**config.mk**
```make
export PLATFORM = sky130hd
export DESIGN_NAME = inverse_park_with_sine_table_top
export DESIGN_NICKNAME = d
export VERILOG_FILES = /design/src/hdl/ipk_pkg.sv /design/src/hdl/inverse_park_with_sine_table_top.sv /design/src/hdl/ipk_sincos.sv
export SDC_FILE = /design/constraint.sdc
export NUM_CORES = 2
export LEC_CHECK = 0
export ABC_AREA = 1
export BUFFER_PORTS_ARGS = -buffer_cell sky130_fd_sc_hd__buf_2
export CORE_AREA = 4 4 375 377
export CTS_CLUSTER_SIZE = 28
export DETAILED_ROUTE_END_ITERATION = 6
export DIE_AREA = 0 0 379 381
export GPL_TIMING_DRIVEN = 0
export PLACE_DENSITY = 0.57
export SETUP_SLACK_MARGIN = 0.5
export SLEW_MARGIN = 20
export SYNTH_ARGS = -nofsm -noshare
export SYNTH_HDL_FRONTEND = slang
export SYNTH_HIERARCHICAL = 1
export SYNTH_SLANG_ARGS = --single-unit
export TNS_END_PERCENT = 50
```
**constraint.sdc**
```tcl
create_clock -name clk_i -period 10.54 [get_ports clk_i]
set_input_delay 1.054 -clock clk_i [delete_from_list [all_inputs] [get_ports clk_i]]
set_output_delay 1.054 -clock clk_i [all_outputs]
set_load 0.1 [all_outputs]
```
**src/hdl/ipk_pkg.sv**
```systemverilog
// Shared types, quadrant codes and the quarter-wave sine table for the
// inverse Park transform. No dependencies.
`timescale 1ns / 1ps

package ipk_pkg;

  // quadrant codes, bits 9:8 of the offset angle index
  localparam logic [1:0] QUAD_180_270 = 2'b00;
  localparam logic [1:0] QUAD_270_360 = 2'b01;
  localparam logic [1:0] QUAD_0_90    = 2'b10;
  localparam logic [1:0] QUAD_90_180  = 2'b11;

  // table sine and cosine of one angle, Q15
  typedef struct packed {
    logic signed [15:0] sine;
    logic signed [15:0] cosine;
  } sincos_t;

  // first quadrant of a sine wave, peak 0x7FFE
  localparam logic [15:0] QUARTER_SINE [256] = '{
    16'h0000,16'h00C9,16'h0192,16'h025B,16'h0324,16'h03ED,16'h04B6,16'h057F,
    16'h0648,16'h0711,16'h07D9,16'h08A2,16'h096A,16'h0A33,16'h0AFB,16'h0BC4,
    16'h0C8C,16'h0D54,16'h0E1C,16'h0EE3,16'h0FAB,16'h1072,16'h113A,16'h1201,
    16'h12C8,16'h138F,16'h1455,16'h151C,16'h15E2,16'h16A8,16'h176E,16'h1833,
    16'h18F9,16'h19BE,16'h1A82,16'h1B47,16'h1C0B,16'h1CCF,16'h1D93,16'h1E57,
    16'h1F1A,16'h1FDD,16'h209F,16'h2161,16'h2223,16'h22E5,16'h23A6,16'h2467,
    16'h2528,16'h25E8,16'h26A8,16'h2767,16'h2826,16'h28E5,16'h29A3,16'h2A61,
    16'h2B1F,16'h2BDC,16'h2C99,16'h2D55,16'h2E11,16'h2ECC,16'h2F87,16'h3041,
    16'h30FB,16'h31B5,16'h326E,16'h3326,16'h33DF,16'h3496,16'h354D,16'h3604,
    16'h36BA,16'h376F,16'h3824,16'h38D9,16'h398C,16'h3A40,16'h3AF2,16'h3BA5,
    16'h3C56,16'h3D07,16'h3DB8,16'h3E68,16'h3F17,16'h3FC5,16'h4073,16'h4121,
    16'h41CE,16'h427A,16'h4325,16'h43D0,16'h447A,16'h4524,16'h45CD,16'h4675,
    16'h471C,16'h47C3,16'h4869,16'h490F,16'h49B4,16'h4A58,16'h4AFB,16'h4B9D,
    16'h4C3F,16'h4CE0,16'h4D81,16'h4E20,16'h4EBF,16'h4F5D,16'h4FFB,16'h5097,
    16'h5133,16'h51CE,16'h5268,16'h5302,16'h539B,16'h5432,16'h54C9,16'h5560,
    16'h55F5,16'h568A,16'h571D,16'h57B0,16'h5842,16'h58D3,16'h5964,16'h59F3,
    16'h5A82,16'h5B0F,16'h5B9C,16'h5C28,16'h5CB3,16'h5D3E,16'h5DC7,16'h5E4F,
    16'h5ED7,16'h5F5D,16'h5FE3,16'h6068,16'h60EB,16'h616E,16'h61F0,16'h6271,
    16'h62F1,16'h6370,16'h63EE,16'h646C,16'h64E8,16'h6563,16'h65DD,16'h6656,
    16'h66CF,16'h6746,16'h67BC,16'h6832,16'h68A6,16'h6919,16'h698B,16'h69FD,
    16'h6A6D,16'h6ADC,16'h6B4A,16'h6BB7,16'h6C23,16'h6C8E,16'h6CF8,16'h6D61,
    16'h6DC9,16'h6E30,16'h6E96,16'h6EFB,16'h6F5E,16'h6FC1,16'h7022,16'h7083,
    16'h70E2,16'h7140,16'h719D,16'h71F9,16'h7254,16'h72AE,16'h7307,16'h735E,
    16'h73B5,16'h740A,16'h745F,16'h74B2,16'h7504,16'h7555,16'h75A5,16'h75F3,
    16'h7641,16'h768D,16'h76D8,16'h7722,16'h776B,16'h77B3,16'h77FA,16'h783F,
    16'h7884,16'h78C7,16'h7909,16'h794A,16'h7989,16'h79C8,16'h7A05,16'h7A41,
    16'h7A7C,16'h7AB6,16'h7AEE,16'h7B26,16'h7B5C,16'h7B91,16'h7BC5,16'h7BF8,
    16'h7C29,16'h7C59,16'h7C88,16'h7CB6,16'h7CE3,16'h7D0E,16'h7D39,16'h7D62,
    16'h7D89,16'h7DB0,16'h7DD5,16'h7DFA,16'h7E1D,16'h7E3E,16'h7E5F,16'h7E7E,
    16'h7E9C,16'h7EB9,16'h7ED5,16'h7EEF,16'h7F09,16'h7F21,16'h7F37,16'h7F4D,
    16'h7F61,16'h7F74,16'h7F86,16'h7F97,16'h7FA6,16'h7FB4,16'h7FC1,16'h7FCD,
    16'h7FD8,16'h7FE1,16'h7FE9,16'h7FF0,16'h7FF5,16'h7FF9,16'h7FFD,16'h7FFE
  };

endpackage

```
**src/hdl/inverse_park_with_sine_table_top.sv**
```systemverilog
// Top level of the inverse Park transform: stream ports, input register,
// single-pass arithmetic and result register. Depends on ipk_pkg and ipk_sincos.
`timescale 1ns / 1ps

// Inverse Park transform, Q15. Each input item carries an angle and a
// (q, d) voltage pair. Each input item produces exactly one result item
// holding alpha, beta, the table sine and cosine, and an overflow flag. The
// flag is set when alpha or beta left the signed 16-bit range, and the field
// then holds the wrapped value. The block has two register stages and
// accepts one item per clock unless the receiver stalls. An accepted item
// sits in the input register. One combinational pass then runs from the
// input register into the result register: table lookup, four 16x16
// products, and the sums with truncating Q15 scaling. A stalled receiver
// holds the result register. The input register then takes one more
// item and the input stalls, so the block holds at most two items.
module inverse_park_with_sine_table_top (
  input  logic        clk_i,
  input  logic        rst_ni,
  input  logic        s_axis_tvalid_i,
  output logic        s_axis_tready_o,
  input  logic [47:0] s_axis_tdata_i,   // angle, voltage_q, voltage_d
  output logic        m_axis_tvalid_o,
  input  logic        m_axis_tready_i,
  output logic [63:0] m_axis_tdata_o,   // voltage_alpha, voltage_beta, sine_value, cosine_value
  output logic        m_axis_tuser_o    // overflow
);

  // stage valid bits and per-stage advance enables
  logic v0_q, v1_q;
  logic rdy0, rdy1;

  assign rdy1 = !v1_q || m_axis_tready_i;
  assign rdy0 = !v0_q || rdy1;
  assign s_axis_tready_o = rdy0;

  // stage payloads
  logic signed [15:0] angle_q, q0_q, d0_q;
  ipk_pkg::sincos_t   sc_d, sc_q;
  logic signed [15:0] alpha_q, beta_q;
  logic               ovf_q;

  // valid bits
  always_ff @(posedge clk_i or negedge rst_ni) begin
    if (!rst_ni) begin
      v0_q <= 1'b0;
      v1_q <= 1'b0;
    end else begin
      if (rdy0) v0_q <= s_axis_tvalid_i;
      if (rdy1) v1_q <= v0_q;
    end
  end

  // input register
  always_ff @(posedge clk_i) begin
    if (rdy0 && s_axis_tvalid_i) begin
      angle_q <= $signed(s_axis_tdata_i[15:0]);
      q0_q    <= $signed(s_axis_tdata_i[31:16]);
      d0_q    <= $signed(s_axis_tdata_i[47:32]);
    end
  end

  // table lookup
  ipk_sincos u_sincos (
    .angle_i  (angle_q),
    .sincos_o (sc_d)
  );

  // products, sums, truncating divide by 2^15 and range check
  // magnitudes stay below 2^31, so 32 bits hold every sum
  logic signed [31:0] qc, ds, dc, qs;
  logic signed [31:0] asum, bsum, abias, bbias;
  logic signed [16:0] aquo, bquo;
  logic               ovf_d;

  always_comb begin
    qc    = q0_q * sc_d.cosine;
    ds    = d0_q * sc_d.sine;
    dc    = d0_q * sc_d.cosine;
    qs    = q0_q * sc_d.sine;
    asum  = qc + ds;
    bsum  = dc - qs;
    abias = asum + (asum[31] ? 32'sd32767 : 32'sd0);
    bbias = bsum + (bsum[31] ? 32'sd32767 : 32'sd0);
    aquo  = abias[31:15];
    bquo  = bbias[31:15];
    ovf_d = (aquo[16] != aquo[15]) || (bquo[16] != bquo[15]);
  end

  // result register
  always_ff @(posedge clk_i) begin
    if (rdy1 && v0_q) begin
      alpha_q <= aquo[15:0];
      beta_q  <= bquo[15:0];
      sc_q    <= sc_d;
      ovf_q   <= ovf_d;
    end
  end

  assign m_axis_tvalid_o = v1_q;
  assign m_axis_tdata_o  = {sc_q.cosine, sc_q.sine, beta_q, alpha_q};
  assign m_axis_tuser_o  = ovf_q;

  // an empty result register frees the whole block
  a_ready_when_empty : assert property (@(posedge clk_i) disable iff (!rst_ni)
    !v1_q |-> s_axis_tready_o)
    else $error("input not ready while result register is empty");

  // table values never reach full scale negative
  a_sincos_range : assert property (@(posedge clk_i) disable iff (!rst_ni)
    v1_q |-> (sc_q.sine != -16'sd32768) && (sc_q.cosine != -16'sd32768))
    else $error("sine or cosine out of table range");

  // a stalled result item holds its value
  a_out_hold : assert property (@(posedge clk_i) disable iff (!rst_ni)
    (v1_q && !m_axis_tready_i) |=> v1_q && $stable(m_axis_tdata_o) && $stable(ovf_q))
    else $error("result item changed under stall");

  // an input item moved forward lands in the result register
  a_in_to_out : assert property (@(posedge clk_i) disable iff (!rst_ni)
    (v0_q && rdy1) |=> v1_q)
    else $error("result register missed an item");

endmodule

```
**src/hdl/ipk_sincos.sv**
```systemverilog
// Angle to table sine and cosine: quadrant decode, mirroring and negation
// of the quarter-wave table. Depends on ipk_pkg.
`timescale 1ns / 1ps

module ipk_sincos (
  input  logic signed [15:0] angle_i,
  output ipk_pkg::sincos_t   sincos_o
);

  logic [1:0]  quad;
  logic [7:0]  lo;
  logic [15:0] direct;
  logic [15:0] mirror;

  // offset by half a turn and drop six bits: index = {~a[15], a[14:6]}
  assign quad   = {~angle_i[15], angle_i[14]};
  assign lo     = angle_i[13:6];
  assign direct = ipk_pkg::QUARTER_SINE[lo];
  assign mirror = ipk_pkg::QUARTER_SINE[~lo];

  // quadrant selects mirrored entry and signs
  always_comb begin
    unique case (quad)
      ipk_pkg::QUAD_0_90: begin
        sincos_o.sine   = $signed(direct);
        sincos_o.cosine = $signed(mirror);
      end
      ipk_pkg::QUAD_90_180: begin
        sincos_o.sine   = $signed(mirror);
        sincos_o.cosine = $signed(16'(-direct));
      end
      ipk_pkg::QUAD_180_270: begin
        sincos_o.sine   = $signed(16'(-direct));
        sincos_o.cosine = $signed(16'(-mirror));
      end
      default: begin
        sincos_o.sine   = $signed(16'(-mirror));
        sincos_o.cosine = $signed(direct);
      end
    endcase
  end

endmodule
```
Word level (Yosys, flattened, before mapping)
Memory sizes are Yosys's and may differ from the RTL's.
Index checks and enable logic that the tools add are counted.
- bits in registers: 115
- bits in latches: 0
- RAM bits: 0
- ROM bits: 8192
- output and inout bits: 67
- logic and storage cells: 47
- memories kept: 2
- add/subtract/negate cells: 6
- multiply operators: 4
- divide/modulo/power cells: 0
- $lt $le $gt $ge: 2
- eq/ne operators: 4
- shift-type cells: 0
- muxes and demuxes: 7
- bitwise gates (word level): 4
- reduce and logical (&&, ||, !) cells: 8
- memories (memory ; depth ; width ; rd ports ; clocked after Yosys merged registers in ; wr ports ; RTL line ; RTL):
    (no name shown) ; 256 ; 16 ; 1 ; 0 ; 0 ; ipk_sincos.sv:19 ; assign mirror = ipk_pkg::QUARTER_SINE[~lo];
    (no name shown) ; 256 ; 16 ; 1 ; 0 ; 0 ; ipk_sincos.sv:18 ; assign direct = ipk_pkg::QUARTER_SINE[lo];
- operator list (kind ; count):
    $mul 16x16->32 ; 4
    $pmux 32 s3 ; 1
    $add 32x16->32 ; 2
    $mux 16 ; 4
    $add 32x32->32 ; 1
    $neg 16->16 ; 2
    $sub 32x32->32 ; 1
    $mux 15 ; 2
    $ge 9x9->1 const B ; 2
    $not 8->9 ; 2
    $not 8->8 ; 1
    $eq 2x2->1 const B ; 2
    $logic_or 1x1->1 ; 3
    $logic_and 1x1->1 ; 2
    $logic_not 1->1 ; 2
    $logic_not 2->1 ; 1
    $ne 1x1->1 ; 2
    $not 1->1 ; 1

Depth between registers and ports, before layout
- depth in word-level cells: 13
- mapped depth: 73
- mapped depth without buffers: 68

Modules after synthesis
Netlist, hierarchy kept.
- modules (own cells, without submodules) (module ; instances ; cells each ; area an instance (µm²) ; seq. area each (µm²)):
    inverse_park_with_sine_table_top ; 1 ; 5586 ; 46574.7 ; 3443.3
    ipk_sincos ; 1 ; 1741 ; 7946.4 ; 0.0

Worst setup path after synthesis
OpenSTA, ideal clock, no wires.
- path kind: register to register
- from: register angle_q[6]
- to: register alpha_q[5] (data pin)
- setup time: 260 ps
- data arrival time: 10692 ps
- required time: 10280 ps
- slack: -412 ps
- stages on the path, launching flop included: 56
- period minus slack after synthesis: 10952 ps
- cells stage by stage: edfxtp_1 > buf_4 > inv_1 > buf_2 > ha_1 > buf_2 > inv_2 > nand2_1 > buf_2 > nand3_1 > o211ai_1 > nand3_1 > o21ai_0 > nand2_1 > nand3_1 > nand3_1 > ha_1 > xor2_1 > [20 not listed] > inv_1 > nand3_1 > o211ai_1 > inv_1 > nand2_1 > nand2_1 > buf_4 > ha_1 > or2_2 > nand2_1 > nand2_1 > nand2_1 > nand2_1 > nand3_1 > nand2_1 > a21oi_1 > nor2_2 > xnor2_1
- RTL lines (item ; RTL line ; RTL):
    from (decl) ; inverse_park_with_sine_table_top.sv:37 ; logic signed [15:0] angle_q, q0_q, d0_q;
    from (signal assigned) ; inverse_park_with_sine_table_top.sv:56 ; angle_q <= $signed(s_axis_tdata_i[15:0]);
    to (signal assigned) ; inverse_park_with_sine_table_top.sv:92 ; alpha_q <= aquo[15:0];
    to (decl) ; inverse_park_with_sine_table_top.sv:39 ; logic signed [15:0] alpha_q, beta_q;

==> impl_results.md <==
* Outcome: complete, but fails checks
* Violated checks: negative setup slack
* GRT Total Usage at 42.7%
* I/O pin cnt at 119
* Final worst setup slack at -1.01 ns
* CTS tree: yes
* Core box area at 137,000 µm²
* DRT Wirelength at 307 mm
* Slew HR at 7.90%
* Vias in the first global route at 54,300
* Starting DRT DRC Count at 6,262
* Area growth syn-to-layout at 22.8%
* Crit path kind: flip-flop to flip-flop
* Vias at 53,400
* Die width at 379 µm
* Die area at 144,000 µm²
* Initial core utilization at 39.6%
* Worst r2r src: angle_q[6]$_DFFE_PP_
* CTS max path bufs at 2
* Share of post-route cells with drive strength above 1 at 18.9%
* CTS buffer count at 9
* Remaining DRCs at 0
* Hold Path Class: input pin to async pin
* HPWL after DPL at 245 mm
* Max cap viols at 0
* Clock tree root buffer cell: clkbuf_16
* Max Transition Viols Final at 0
* Setup Total Neg Slack at -29.07 ns
* CP Launch Type: flip-flop
* WL/cell at 31.8 µm
* Critical Path RT at 10.80 ns
* Sink Count at 109
* Finish-stage setup viols at 33
* Latest clock arrival within the worst-skew pair at 0.50 ns
* Reg2reg path depth at 57
* Worst-Margin Slew at 1.38 ns
* Clock slew at the register clock pins of the worst setup and hold paths at 0.12 ns
* Fin crit share at 110%
* Util after Layout at 48.7%
* Mapped Cells at 7,321
* Final Hold Fails at 0
* Flop2flop setup slack at -1.01 ns
* Post-Layout Cell Count at 9,658
* Num rows at 136
* CP Data Arrival Time at 11.82 ns
* Delay-heaviest family, CP: adder cells
* Largest net degree at the start of global routing at 25
* GP Congestion at 1.08
* Worst flop-to-flop path endpoint: alpha_q[12]$_DFFE_PP_
* Drt pass-1 iters at 6
* Syn avg cell area at 7.42 µm²
* Antenna Violating Nets Remaining at 0
* Minimum clock period at 11.55 ns
* Fin nets at 9,388
* Timing-limited maximum frequency at 86.6 MHz
* Synth Cell Area at 54,300 µm²
* Slowest stage delay, CP at 0.67 ns
* Post-CTS Hold Buffers at 0
* Die Ht at 381 µm
* Final setup skew at 0.0367 ns
* Crit end category: flip-flop
* Critical path buffers and inverters at 16
* RSZ-0062 raised after global routing: true
* Wire length of the first global-routing pass at 423 mm
* H-tree depth at 3
* Synthesized net count at 8,863
* Initial antenna violation count at 21
* Grt total ovfl at 0
* Port Buffers at 112
* Placed cell count at 9,246
* CP Max Fanout at 8
* Average vias per placed instance at 5.53
* Synth warn at 6
* Critical path's slowest cell: fa_2
## sequential cells by signal, indices dropped and copies added, names as in the netlist
name             count
angle_q             10
beta_q              16
m_axis_tvalid_o      1
d0_q                16
v0_q                 1
alpha_q             16
q0_q                16
m_axis_tuser_o       1
m_axis_tdata_o      32
## metrics by stage
stage                     instance area [µm²]  hold slack (ns)  setup slack, ns
after floorplan                         54900            0.447            0.492
after global placement                  57700            0.452            -5.85
after detailed placement                58100            0.501            -4.55
after CTS                               65400            0.299           -0.677
after global routing                    66700            0.328            -1.31
final                                   66800            0.336            -1.01
## worst register-to-register path, delay by kind of cell, from the launching register on
kind | cells | cell delay, ns
buf+inv | 16 | 1.90
xor+xnor | 2 | 0.33
flops | 1 | 0.49
compound gates | 4 | 0.57
simple gates | 23 | 2.81
fa+ha+maj | 12 | 5.23
## how the worst max path moves through the flow
stage / startpoint / to / cells past startpoint
2_1_floorplan: angle_q[7]$_DFFE_PP_ / beta_q[14]$_DFFE_PP_ / 63
3_3_place_gp: angle_q[7]$_DFFE_PP_ / m_axis_tuser_o$_DFFE_PP_ / 51
3_5_place_dp: angle_q[7]$_DFFE_PP_ / m_axis_tuser_o$_DFFE_PP_ / 59
4_1_cts: angle_q[6]$_DFFE_PP_ / m_axis_tuser_o$_DFFE_PP_ / 63
5_1_grt: angle_q[6]$_DFFE_PP_ / m_axis_tuser_o$_DFFE_PP_ / 65
6_report: angle_q[6]$_DFFE_PP_ / alpha_q[12]$_DFFE_PP_ / 57
## cell usage in the layout, fill, tap and decap left out, types with 25 or more instances in the layout
cell type  count
buf_2        130
edfxtp_1     107
inv_2         76
buf_4        347
nand2_4       72
buf_12        51
fa_2          56
clkbuf_8      28
nand2_2      145
a21oi_2       25
nor2_1       224
clkbuf_16     57
clkbuf_1      81
nor2_2        36
clkbuf_2      42
ha_1         288
o21ai_0       70
o21ai_1       34
fa_1        1093
nand3_2       59
nand4_1       46
nand3_4       26
a21oi_1      119
ha_4          50
xnor2_1       33
nand2_1     1821
nor2_4        58
nand2_8       25
xor2_1        53
buf_6         48
inv_1       1942
nand3_1      351
## per-layer routing
| metal | up-vias | part of all wire (%) | GRT usage [%] |
|---|---|---|---|
| li1 | 22200 | - | - |
| met1 | 26700 | 38 | 54.6 |
| met2 | 3395 | 41 | 60.8 |
| met3 | 996 | 12 | 14.2 |
| met4 | 12 | 8.9 | 29.2 |
| met5 | - | 0.025 | 0.101 |
## area by class of cell
cell class              instances  area [µm²]
fillers                     13900       70400
multi-input cells            4862       45600
inverters                    2052        7880
repair buffers                512        4380
flip-flops and latches        109        3260
plain buffers                 298        3030
well taps                    1794        2240
clock buffers                   9         225
clock inverters                 7        47.5
diodes                         13        32.5
repair inverters                2        12.5
## what timing repair did
item | CTS | global route
resized for setup | 1018 | 216
endpoints found under the setup margin | 33 | 33
pin swaps | 260 | 95
cloned | 6 | 1
buffers inserted | 315 | 61
Power is not shown: default switching activity piles up to over one toggle a cycle in this logic, so the estimate is an artifact.
